File: src/rtl/asc_pkg.sv
`timescale 1ns / 1ps

package asc_pkg;

	localparam int NAME_CAPACITY = 32;
	localparam int NAME_CNT_W    = $clog2(NAME_CAPACITY);

	localparam int CMD_DEPTH = 4;
	localparam int CMD_PTR_W = $clog2(CMD_DEPTH);
	localparam int CMD_CNT_W = $clog2(CMD_DEPTH + 1);

	localparam int RES_DEPTH = 4;
	localparam int RES_PTR_W = $clog2(RES_DEPTH);
	localparam int RES_CNT_W = $clog2(RES_DEPTH + 1);

	localparam logic [7:0] AD_UUID16_INCOMPLETE  = 8'h02;
	localparam logic [7:0] AD_UUID16_COMPLETE    = 8'h03;
	localparam logic [7:0] AD_UUID128_INCOMPLETE = 8'h06;
	localparam logic [7:0] AD_UUID128_COMPLETE   = 8'h07;
	localparam logic [7:0] AD_NAME_SHORT         = 8'h08;
	localparam logic [7:0] AD_NAME_COMPLETE      = 8'h09;

	localparam logic [15:0] SHORT_UUID_RESET = 16'h1826;

	localparam logic [3:0] CHUNK_LAST = 4'd15;

	localparam logic RK_NAME    = 1'b0;
	localparam logic RK_SUMMARY = 1'b1;

	localparam logic [1:0] MT_NONE  = 2'd0;
	localparam logic [1:0] MT_LONG  = 2'd1;
	localparam logic [1:0] MT_SHORT = 2'd2;

	typedef enum logic [1:0] {
		REG_SHORT_UUID     = 2'd0,
		REG_LONG_UUID_LOW  = 2'd1,
		REG_LONG_UUID_HIGH = 2'd2
	} reg_index_t;

	typedef enum logic [2:0] {
		OP_NONE    = 3'd0,
		OP_PAIR_LO = 3'd1,
		OP_PAIR_HI = 3'd2,
		OP_CHUNK   = 3'd3,
		OP_NAME    = 3'd4
	} cmd_op_t;

	typedef struct packed {
		cmd_op_t    op;
		logic [7:0] data;
		logic [3:0] chunk_idx;
		logic [4:0] name_pos;
		logic       last;
		logic [4:0] name_len;
	} cmd_t;

	typedef struct packed {
		logic       kind;
		logic [7:0] name_char;
		logic [4:0] name_pos;
		logic       short_found;
		logic       long_found;
		logic [1:0] mtype;
		logic [4:0] name_len;
		logic       last;
	} res_t;

	function automatic logic [4:0] to_pos5(input logic [NAME_CNT_W-1:0] cnt);
		logic [NAME_CNT_W+4:0] w;
		w = (NAME_CNT_W + 5)'(cnt);
		return w[4:0];
	endfunction

endpackage

File: src/rtl/asc_front.sv
`timescale 1ns / 1ps

module asc_front (
	input  logic         clk,
	input  logic         arst_n,
	input  logic         push,
	input  logic [7:0]   data_byte,
	input  logic [7:0]   report_length,
	input  logic         cmd_full,
	output logic         cmd_push,
	output asc_pkg::cmd_t cmd
);
	import asc_pkg::*;

	logic [7:0]            pos_q, pos_d;
	logic [7:0]            left_q, left_d;
	logic [7:0]            stype_q, stype_d;
	logic                  type_pend_q, type_pend_d;
	logic                  stopped_q, stopped_d;
	logic [3:0]            chunk_cnt_q, chunk_cnt_d;
	logic                  pair_phase_q, pair_phase_d;
	logic                  name_done_q, name_done_d;
	logic                  name_active_q, name_active_d;
	logic [NAME_CNT_W-1:0] name_cnt_q, name_cnt_d;

	logic       accept;
	logic [9:0] struct_end;
	logic       overrun;
	logic       is_final;
	cmd_op_t    op;

	assign accept     = push && !cmd_full;
	assign struct_end = 10'(pos_q) + 10'd1 + 10'(data_byte);
	assign overrun    = struct_end > 10'(report_length);
	assign is_final   = (9'(pos_q) + 9'd1) >= 9'(report_length);

	always_comb begin
		pos_d         = pos_q;
		left_d        = left_q;
		stype_d       = stype_q;
		type_pend_d   = type_pend_q;
		stopped_d     = stopped_q;
		chunk_cnt_d   = chunk_cnt_q;
		pair_phase_d  = pair_phase_q;
		name_done_d   = name_done_q;
		name_active_d = name_active_q;
		name_cnt_d    = name_cnt_q;
		op            = OP_NONE;

		if (!stopped_q) begin
			if (left_q == 8'd0) begin
				if (data_byte == 8'd0 || overrun) begin
					stopped_d = 1'b1;
				end else begin
					left_d      = data_byte;
					type_pend_d = 1'b1;
				end
			end else if (type_pend_q) begin
				stype_d       = data_byte;
				type_pend_d   = 1'b0;
				left_d        = left_q - 8'd1;
				pair_phase_d  = 1'b0;
				chunk_cnt_d   = 4'd0;
				name_active_d = 1'b0;
				if ((data_byte == AD_NAME_SHORT || data_byte == AD_NAME_COMPLETE)
						&& !name_done_q) begin
					name_done_d   = 1'b1;
					name_active_d = 1'b1;
				end
			end else begin
				left_d = left_q - 8'd1;
				if (stype_q == AD_UUID16_INCOMPLETE || stype_q == AD_UUID16_COMPLETE) begin
					op           = pair_phase_q ? OP_PAIR_HI : OP_PAIR_LO;
					pair_phase_d = !pair_phase_q;
				end else if (stype_q == AD_UUID128_INCOMPLETE
						|| stype_q == AD_UUID128_COMPLETE) begin
					op          = OP_CHUNK;
					chunk_cnt_d = chunk_cnt_q + 4'd1;
				end else if (name_active_q
						&& name_cnt_q < NAME_CNT_W'(NAME_CAPACITY - 1)) begin
					op         = OP_NAME;
					name_cnt_d = name_cnt_q + NAME_CNT_W'(1);
				end
			end
		end

		cmd.op        = op;
		cmd.data      = data_byte;
		cmd.chunk_idx = chunk_cnt_q;
		cmd.name_pos  = to_pos5(name_cnt_q);
		cmd.last      = is_final;
		cmd.name_len  = to_pos5(name_cnt_d);

		if (is_final) begin
			pos_d         = 8'd0;
			left_d        = 8'd0;
			stype_d       = 8'd0;
			type_pend_d   = 1'b0;
			stopped_d     = 1'b0;
			chunk_cnt_d   = 4'd0;
			pair_phase_d  = 1'b0;
			name_done_d   = 1'b0;
			name_active_d = 1'b0;
			name_cnt_d    = '0;
		end else begin
			pos_d = pos_q + 8'd1;
		end

		cmd_push = accept && (op != OP_NONE || is_final);
	end

	always_ff @(posedge clk or negedge arst_n) begin
		if (!arst_n) begin
			pos_q         <= 8'd0;
			left_q        <= 8'd0;
			stype_q       <= 8'd0;
			type_pend_q   <= 1'b0;
			stopped_q     <= 1'b0;
			chunk_cnt_q   <= 4'd0;
			pair_phase_q  <= 1'b0;
			name_done_q   <= 1'b0;
			name_active_q <= 1'b0;
			name_cnt_q    <= '0;
		end else if (accept) begin
			pos_q         <= pos_d;
			left_q        <= left_d;
			stype_q       <= stype_d;
			type_pend_q   <= type_pend_d;
			stopped_q     <= stopped_d;
			chunk_cnt_q   <= chunk_cnt_d;
			pair_phase_q  <= pair_phase_d;
			name_done_q   <= name_done_d;
			name_active_q <= name_active_d;
			name_cnt_q    <= name_cnt_d;
		end
	end

endmodule

File: src/rtl/asc_cmd_queue.sv
`timescale 1ns / 1ps

module asc_cmd_queue (
	input  logic          clk,
	input  logic          arst_n,
	input  logic          push,
	input  asc_pkg::cmd_t din,
	input  logic          pop,
	output asc_pkg::cmd_t dout,
	output logic          full,
	output logic          empty
);
	import asc_pkg::*;

	cmd_t                 mem_q [CMD_DEPTH];
	logic [CMD_PTR_W-1:0] wr_ptr_q, rd_ptr_q;
	logic [CMD_CNT_W-1:0] cnt_q;
	logic                 do_push, do_pop;

	assign full    = cnt_q == CMD_CNT_W'(CMD_DEPTH);
	assign empty   = cnt_q == '0;
	assign do_push = push && !full;
	assign do_pop  = pop && !empty;
	assign dout    = mem_q[rd_ptr_q];

	always_ff @(posedge clk) begin
		if (do_push) begin
			mem_q[wr_ptr_q] <= din;
		end
	end

	always_ff @(posedge clk or negedge arst_n) begin
		if (!arst_n) begin
			wr_ptr_q <= '0;
			rd_ptr_q <= '0;
			cnt_q    <= '0;
		end else begin
			if (do_push) begin
				wr_ptr_q <= (wr_ptr_q == CMD_PTR_W'(CMD_DEPTH - 1)) ? '0
					: wr_ptr_q + CMD_PTR_W'(1);
			end
			if (do_pop) begin
				rd_ptr_q <= (rd_ptr_q == CMD_PTR_W'(CMD_DEPTH - 1)) ? '0
					: rd_ptr_q + CMD_PTR_W'(1);
			end
			if (do_push && !do_pop) begin
				cnt_q <= cnt_q + CMD_CNT_W'(1);
			end else if (do_pop && !do_push) begin
				cnt_q <= cnt_q - CMD_CNT_W'(1);
			end
		end
	end

endmodule

File: src/rtl/asc_back.sv
`timescale 1ns / 1ps

module asc_back (
	input  logic          clk,
	input  logic          arst_n,
	input  logic          wr_en,
	input  logic [1:0]    wr_index,
	input  logic [63:0]   wr_data,
	input  logic          cmd_empty,
	input  asc_pkg::cmd_t cmd,
	output logic          cmd_pop,
	input  logic          pop,
	output logic          empty,
	output asc_pkg::res_t res
);
	import asc_pkg::*;

	logic [15:0] short_uuid_q;
	logic [63:0] long_low_q;
	logic [63:0] long_high_q;

	logic [7:0]  pair_lo_q;
	logic [7:0]  chunk_q [16];
	logic        short_hit_q, short_hit_d;
	logic        long_hit_q, long_hit_d;
	logic        split_q, split_d;

	res_t                 res_mem_q [RES_DEPTH];
	logic [RES_PTR_W-1:0] wr_ptr_q, rd_ptr_q;
	logic [RES_CNT_W-1:0] cnt_q;
	logic                 res_space;
	logic                 res_push;
	logic                 res_pop;
	res_t                 res_d;

	logic [127:0] chunk_full;
	logic         act;
	logic         upd;
	logic         wants_push;
	logic         is_name;

	assign res_space = cnt_q != RES_CNT_W'(RES_DEPTH);
	assign empty     = cnt_q == '0;
	assign res_pop   = pop && !empty;
	assign res       = res_mem_q[rd_ptr_q];
	assign is_name   = cmd.op == OP_NAME;

	always_comb begin
		for (int i = 0; i < 15; i++) begin
			chunk_full[8*i +: 8] = chunk_q[i];
		end
		chunk_full[127:120] = cmd.data;
	end

	always_comb begin
		wants_push  = is_name || cmd.last;
		act         = !cmd_empty && (!wants_push || res_space);
		upd         = act && !split_q;
		short_hit_d = short_hit_q;
		long_hit_d  = long_hit_q;
		if (upd && cmd.op == OP_PAIR_HI && {cmd.data, pair_lo_q} == short_uuid_q) begin
			short_hit_d = 1'b1;
		end
		if (upd && cmd.op == OP_CHUNK && cmd.chunk_idx == CHUNK_LAST
				&& chunk_full == {long_high_q, long_low_q}) begin
			long_hit_d = 1'b1;
		end

		split_d  = split_q;
		cmd_pop  = 1'b0;
		res_push = 1'b0;
		res_d    = '0;
		if (act) begin
			if (is_name && !split_q) begin
				res_push       = 1'b1;
				res_d.kind     = RK_NAME;
				res_d.name_char = cmd.data;
				res_d.name_pos = cmd.name_pos;
				split_d        = cmd.last;
				cmd_pop        = !cmd.last;
			end else begin
				cmd_pop = 1'b1;
				split_d = 1'b0;
				if (cmd.last) begin
					res_push          = 1'b1;
					res_d.kind        = RK_SUMMARY;
					res_d.short_found = short_hit_d;
					res_d.long_found  = long_hit_d;
					res_d.mtype       = long_hit_d ? MT_LONG
						: (short_hit_d ? MT_SHORT : MT_NONE);
					res_d.name_len    = cmd.name_len;
					res_d.last        = 1'b1;
				end
			end
		end
	end

	always_ff @(posedge clk) begin
		if (upd && cmd.op == OP_PAIR_LO) begin
			pair_lo_q <= cmd.data;
		end
		if (upd && cmd.op == OP_CHUNK) begin
			chunk_q[cmd.chunk_idx] <= cmd.data;
		end
		if (res_push) begin
			res_mem_q[wr_ptr_q] <= res_d;
		end
	end

	always_ff @(posedge clk or negedge arst_n) begin
		if (!arst_n) begin
			short_uuid_q <= SHORT_UUID_RESET;
			long_low_q   <= 64'd0;
			long_high_q  <= 64'd0;
		end else if (wr_en) begin
			case (wr_index)
				REG_SHORT_UUID:     short_uuid_q <= wr_data[15:0];
				REG_LONG_UUID_LOW:  long_low_q   <= wr_data;
				REG_LONG_UUID_HIGH: long_high_q  <= wr_data;
				default: ;
			endcase
		end
	end

	always_ff @(posedge clk or negedge arst_n) begin
		if (!arst_n) begin
			short_hit_q <= 1'b0;
			long_hit_q  <= 1'b0;
			split_q     <= 1'b0;
			wr_ptr_q    <= '0;
			rd_ptr_q    <= '0;
			cnt_q       <= '0;
		end else begin
			split_q <= split_d;
			if (cmd_pop && cmd.last) begin
				short_hit_q <= 1'b0;
				long_hit_q  <= 1'b0;
			end else begin
				short_hit_q <= short_hit_d;
				long_hit_q  <= long_hit_d;
			end
			if (res_push) begin
				wr_ptr_q <= (wr_ptr_q == RES_PTR_W'(RES_DEPTH - 1)) ? '0
					: wr_ptr_q + RES_PTR_W'(1);
			end
			if (res_pop) begin
				rd_ptr_q <= (rd_ptr_q == RES_PTR_W'(RES_DEPTH - 1)) ? '0
					: rd_ptr_q + RES_PTR_W'(1);
			end
			if (res_push && !res_pop) begin
				cnt_q <= cnt_q + RES_CNT_W'(1);
			end else if (res_pop && !res_push) begin
				cnt_q <= cnt_q - RES_CNT_W'(1);
			end
		end
	end

endmodule

File: src/rtl/adv_structure_scanner.sv
// Path: a byte's command is registered in the command queue and its result in the result
// queue before it shows on the result ports; the summary of a final byte that also carries
// a name byte follows its name result. Throughput: one byte per cycle while full is low;
// the summary step of such a final byte is a separate step in the back-end command unit.
// Reset: arst_n at once clears both queues and all scan state but the captured UUID bytes,
// and loads the UUID registers with their defaults (short UUID 0x1826, 128-bit UUID zero).
`timescale 1ns / 1ps

module adv_structure_scanner (
	input  logic        clk,
	input  logic        arst_n,
	input  logic        push,
	output logic        full,
	input  logic [7:0]  data_byte,
	input  logic [7:0]  report_length,
	output logic        empty,
	input  logic        pop,
	output logic        result_kind,
	output logic [7:0]  name_char,
	output logic [4:0]  name_position,
	output logic        short_uuid_found,
	output logic        long_uuid_found,
	output logic [1:0]  machine_type,
	output logic [4:0]  name_length,
	output logic        last_result,
	input  logic        wr_en,
	input  logic [1:0]  wr_index,
	input  logic [63:0] wr_data
);
	import asc_pkg::*;

	cmd_t cmd_in, cmd_out;
	logic cmd_push, cmd_pop, cmd_full, cmd_empty;
	res_t res;

	assign full = cmd_full;

	asc_front u_front (
		.clk           (clk),
		.arst_n        (arst_n),
		.push          (push),
		.data_byte     (data_byte),
		.report_length (report_length),
		.cmd_full      (cmd_full),
		.cmd_push      (cmd_push),
		.cmd           (cmd_in)
	);

	asc_cmd_queue u_cmd_queue (
		.clk    (clk),
		.arst_n (arst_n),
		.push   (cmd_push),
		.din    (cmd_in),
		.pop    (cmd_pop),
		.dout   (cmd_out),
		.full   (cmd_full),
		.empty  (cmd_empty)
	);

	asc_back u_back (
		.clk       (clk),
		.arst_n    (arst_n),
		.wr_en     (wr_en),
		.wr_index  (wr_index),
		.wr_data   (wr_data),
		.cmd_empty (cmd_empty),
		.cmd       (cmd_out),
		.cmd_pop   (cmd_pop),
		.pop       (pop),
		.empty     (empty),
		.res       (res)
	);

	assign result_kind      = res.kind;
	assign name_char        = res.name_char;
	assign name_position    = res.name_pos;
	assign short_uuid_found = res.short_found;
	assign long_uuid_found  = res.long_found;
	assign machine_type     = res.mtype;
	assign name_length      = res.name_len;
	assign last_result      = res.last;

endmodule

File: config.mk
export PLATFORM = sky130hd
export DESIGN_NAME = adv_structure_scanner
export DESIGN_NICKNAME = d
export VERILOG_FILES = /design/src/rtl/asc_pkg.sv /design/src/rtl/asc_front.sv /design/src/rtl/asc_cmd_queue.sv /design/src/rtl/asc_back.sv /design/src/rtl/adv_structure_scanner.sv
export SDC_FILE = /design/constraint.sdc
export NUM_CORES = 1
export LEC_CHECK = 0
export BUFFER_PORTS_ARGS = -buffer_cell sky130_fd_sc_hd__buf_2
export CELL_PAD_IN_SITES_DETAIL_PLACEMENT = 1
export CELL_PAD_IN_SITES_GLOBAL_PLACEMENT = 1
export CORE_MARGIN = 2
export CORE_UTILIZATION = 52
export DETAILED_ROUTE_END_ITERATION = 8
export GPL_TIMING_DRIVEN = 0
export HOLD_SLACK_MARGIN = 0.15
export PLACE_DENSITY_LB_ADDON = 0.1
export SLEW_MARGIN = 15
export SYNTH_ARGS = -nofsm -noshare
export SYNTH_HDL_FRONTEND = slang
export SYNTH_HIERARCHICAL = 1
export SYNTH_SLANG_ARGS = --single-unit
File: constraint.sdc
create_clock -name clk -period 5.5 [get_ports clk]
set_input_delay 0.55 -clock clk [delete_from_list [all_inputs] [get_ports clk]]
set_output_delay 0.55 -clock clk [all_outputs]
set_load 0.02 [all_outputs]
==> impl_metrics.toml <==
[synth]
synth.top_cells.by_count = "edfxtp_1 (320), dfrtp_1 (193), mux2_2 (149)"
synth-edff-count = 320
synth.ff_latch_count = 518
synth_top_area_cell = "edfxtp_1"
synth_top_area_share_pct = 43.7
postSynth.asyncResetShare_pct = 38.2
ys_top_cells_by_area = "edfxtp_1 (44%), dfrtp_1 (22%), mux2_2 (7.6%), xor2_1 (5.3%), mux4_2 (4.8%)"
postSynthNetCount = 1501
postSynthCellCount = 1370
synth.cell_area_um2 = 22000
synth_most_common_cell = "edfxtp_1"
ys_types = 78
synthesis.yosys.warnings = 6
ys_dominant_reg_cell = "edfxtp_1"
syn-mean-instance-area_um2 = 16.1
part_of_the_yosys_area_used_for_sequential_elements_pct = 66.2

[clock_network]
post_cts.resized_instances = 0
tritoncts = "yes"
htree_levels = 2
post_cts.repair.setup_buffers = 0
clk_latency_ns = 0.60
clk_root_buffer_cell = "clkbuf_16"
tritoncts.num_buffers = 53
cts.sink_count = 518
max-clock-path-buffers = 3
clkTransAtPathRegs_ns = 0.06

[setup_path]
r2r_cells = 20
cp_top_family = "simple AND/OR/NAND/NOR gates"
regToRegEndpoint = "u_cmd_queue/cnt_q[2]"
cp_common_cell = "nor2_1"
critical_path_buf_inv_count = 3
crit_slowest_cell = "clkbuf_1"
worst-setup-path-type = "reg -> reg"
worst_path_cell_trace = "nand3_1, nor2_1, nand3_1, xnor2_1, ha_1, nand4_1, nor2_1, o31a_1, nor2_2, inv_2, clkbuf_1, nor2_1, a21oi_1, nor2b_4, ha_1, inv_1, fa_1, xor2_1, nor2_1, xor2_1"
slowest_delay_ns = 0.51
crit_path_end_kind = "flip-flop"
cp_data_arrival_time_ns = 5.18
worst_ep_required_time_ns = 6.03
reg_to_reg_slack_setup_ns = 0.85
timing.rr.start = "u_front/pos_q[2]"
cp_max_fo = 10
worst_setup_path_start_kind = "flip-flop"

[floorplan]
placement_rows = 75
floorplan.io_pins = 113
start_util_pct = 52.6
floorplan.core_area_um2 = 41900
dieArea_um2 = 44000
die_w_um = 210
die_h_um = 210

[global_route]
wire_length_of_the_first_global_routing_pass_um = 84500
first_global_vias = 13300
total_overflow_reported_by_the_global_router = 0
grt.met2_usage_pct = 45.6
number_of_antenna_violations_at_the_first_check_in_global_routing = 2
grt_use_met3_pct = 3.67
met1_usage_pct = 35.4
grt_start_max_net_pins = 79
grtUsageTotal_pct = 26.1
layer_carrying_the_most_global_route_usage = "met2"

[placed_design]
dp_slack_ns = 0.839
detailed_place_hpwl_um = 37200
port_buffers = 112
gp_congestion = 0.842
post_place_cell_area_um2 = 23400

[drt]
vias_per_cell = 5.79
ant_nets = 0
dr.first_iter.drc_count = 810
dr.pass1.iters = 5
wirelength_um = 55500
wl_per_cell_um = 26.1
route.vias.total = 12300
drc = 0

[sta]
maxClockFrequency_mhz = 215
finalSetupViolations = 0
max_slew.worst_pin.slew_ns = 1.21
unrepaired_setup_endpoints_after_global_routing = "false"
fin_ws_ns = 0.850
final-hold-violation-count = 0
min_period_over_period_pct = 84.6
timing.max_slew.rel_slack_pct = 19.1
min_period_ns = 4.65
finClkSkew_ns = 0.0282
finalMaxSlewViolations = 0

[final_layout]
post-route-util_pct = 60.4
nFillCells = 3826
final_nets = 1676
multi_input_area_um2 = 7070
final_design_area_no_fill_um2 = 25300
layout-drive-gt1-share_pct = 30.7
area.sequential_um2 = 14600
areaGrowthSynthToFinish_pct = 14.9

[power_and_ir_drop]
vdd_drop_max_v = 0.000269
power_leakage_nw = 9.70
powerDensity_nw_per_um2 = 491

[min_path]
hp-class = "in -> reg"
holdCritStartpoint = "wr_data[48]"
hold_path_end = "u_back/long_high_q[48]"
whs_path_cells = 2

[run_status]
outcome = "finished, final reports clean"

[job]
drv.max_cap_violation_count = 0
registers in the layout, summed over array words and instances, names as in the netlist, 2 cells and up:
name	count
u_front/left_q	8
u_back/long_low_q	64
u_back/rd_ptr_q	2
u_front/chunk_cnt_q	4
u_cmd_queue/cnt_q	3
u_front/name_cnt_q	5
u_back/short_uuid_q	16
u_back/chunk_q	120
u_front/stype_q	7
u_back/cnt_q	3
u_back/wr_ptr_q	2
u_front/pos_q	8
u_cmd_queue/mem_q	104
u_cmd_queue/rd_ptr_q	2
u_back/pair_lo_q	8
u_back/long_high_q	64
u_cmd_queue/wr_ptr_q	2
u_back/res_mem_q	88
power breakdown:
group / internal, mW / switching (mW)
Clock: 2.21 / 1.50
Combinational: 1.34 / 2.01
Sequential: 4.95 / 0.415
Total: 8.50 / 3.92
worst max-delay path by stage:
stage / startpoint / endpoint / slack [ns] / cells past startpoint
6_report: u_front/pos_q[2] / u_cmd_queue/cnt_q[2] / 0.85 / 20
5_1_grt: u_front/pos_q[1] / u_cmd_queue/cnt_q[2] / 0.45 / 20
4_1_cts: u_front/pos_q[2] / u_cmd_queue/cnt_q[2] / 0.84 / 20
3_5_place_dp: u_front/pos_q[2] / u_cmd_queue/cnt_q[2] / 0.84 / 20
3_3_place_gp: u_front/pos_q[2] / u_cmd_queue/mem_q[3][19] / -0.19 / 15
2_1_floorplan: u_front/pos_q[0] / u_cmd_queue/mem_q[3][0] / 1.63 / 15
area by class of cell:
class / instances / share of cell area [%]
diodes: 2 / 0.0198
plain buffers: 49 / 1.17
clock buffers: 81 / 6.38
clock inverters: 19 / 0.851
inverters: 29 / 0.430
multi-input cells: 774 / 28.0
flip-flops and latches: 518 / 57.6
well taps: 539 / 2.67
repair buffers: 120 / 2.90
metrics by stage:
stage	hold WS, ns	TNS, ns	power [mW]	instances
after global placement	0.476	-4.99	8.63	2021
after global routing	0.186	0	13.0	2129
after detailed placement	0.470	0	8.81	2028
after CTS	0.165	0	12.6	2129
after floorplan	0.254	0	7.55	1370
final	0.198	0	12.4	2131
layout by cell type, fill, tap and decap left out, types with 11 or more instances in the layout:
cell type	count
a21oi_1	19
a22o_1	18
and2_1	19
buf_2	133
buf_4	13
clkbuf_1	24
clkbuf_16	55
clkbuf_8	14
dfrtp_1	193
edfxtp_1	320
ha_1	41
inv_1	28
mux2_2	149
mux4_2	48
nand2_1	47
nand3_1	11
nand4_1	17
nor2_1	55
nor3_1	17
nor4_1	29
o21ai_0	27
xnor2_1	31
xor2_1	132
kinds of logic (layout without fill, tap and decap cells):
kind of cell / after synthesis / count (layout) / synth area share (%)
other: 0 / 2 / 0
XOR/XNOR: 163 / 163 / 6.49
adder cells (fa/ha/maj): 44 / 44 / 2.60
AO/OA/AOI/OAI: 103 / 103 / 3.24
flip-flops: 518 / 518 / 66.2
AND/OR/NAND/NOR: 260 / 260 / 6.67
buffers and inverters: 78 / 298 / 1.84
multiplexers: 204 / 204 / 13.0
metal layers:
layer | share of wire [%] | vias up
li1 | - | 5476
met4 | 1.3 | 0
met5 | 0 | -
met2 | 51 | 281
met1 | 43 | 6519
met3 | 4.2 | 52
timing repair:
item	CTS	global route
hold buffers	1	0
setup endpoints to repair	0	0
hold endpoints to repair	41	0
Power figures use the tool's default switching activity.
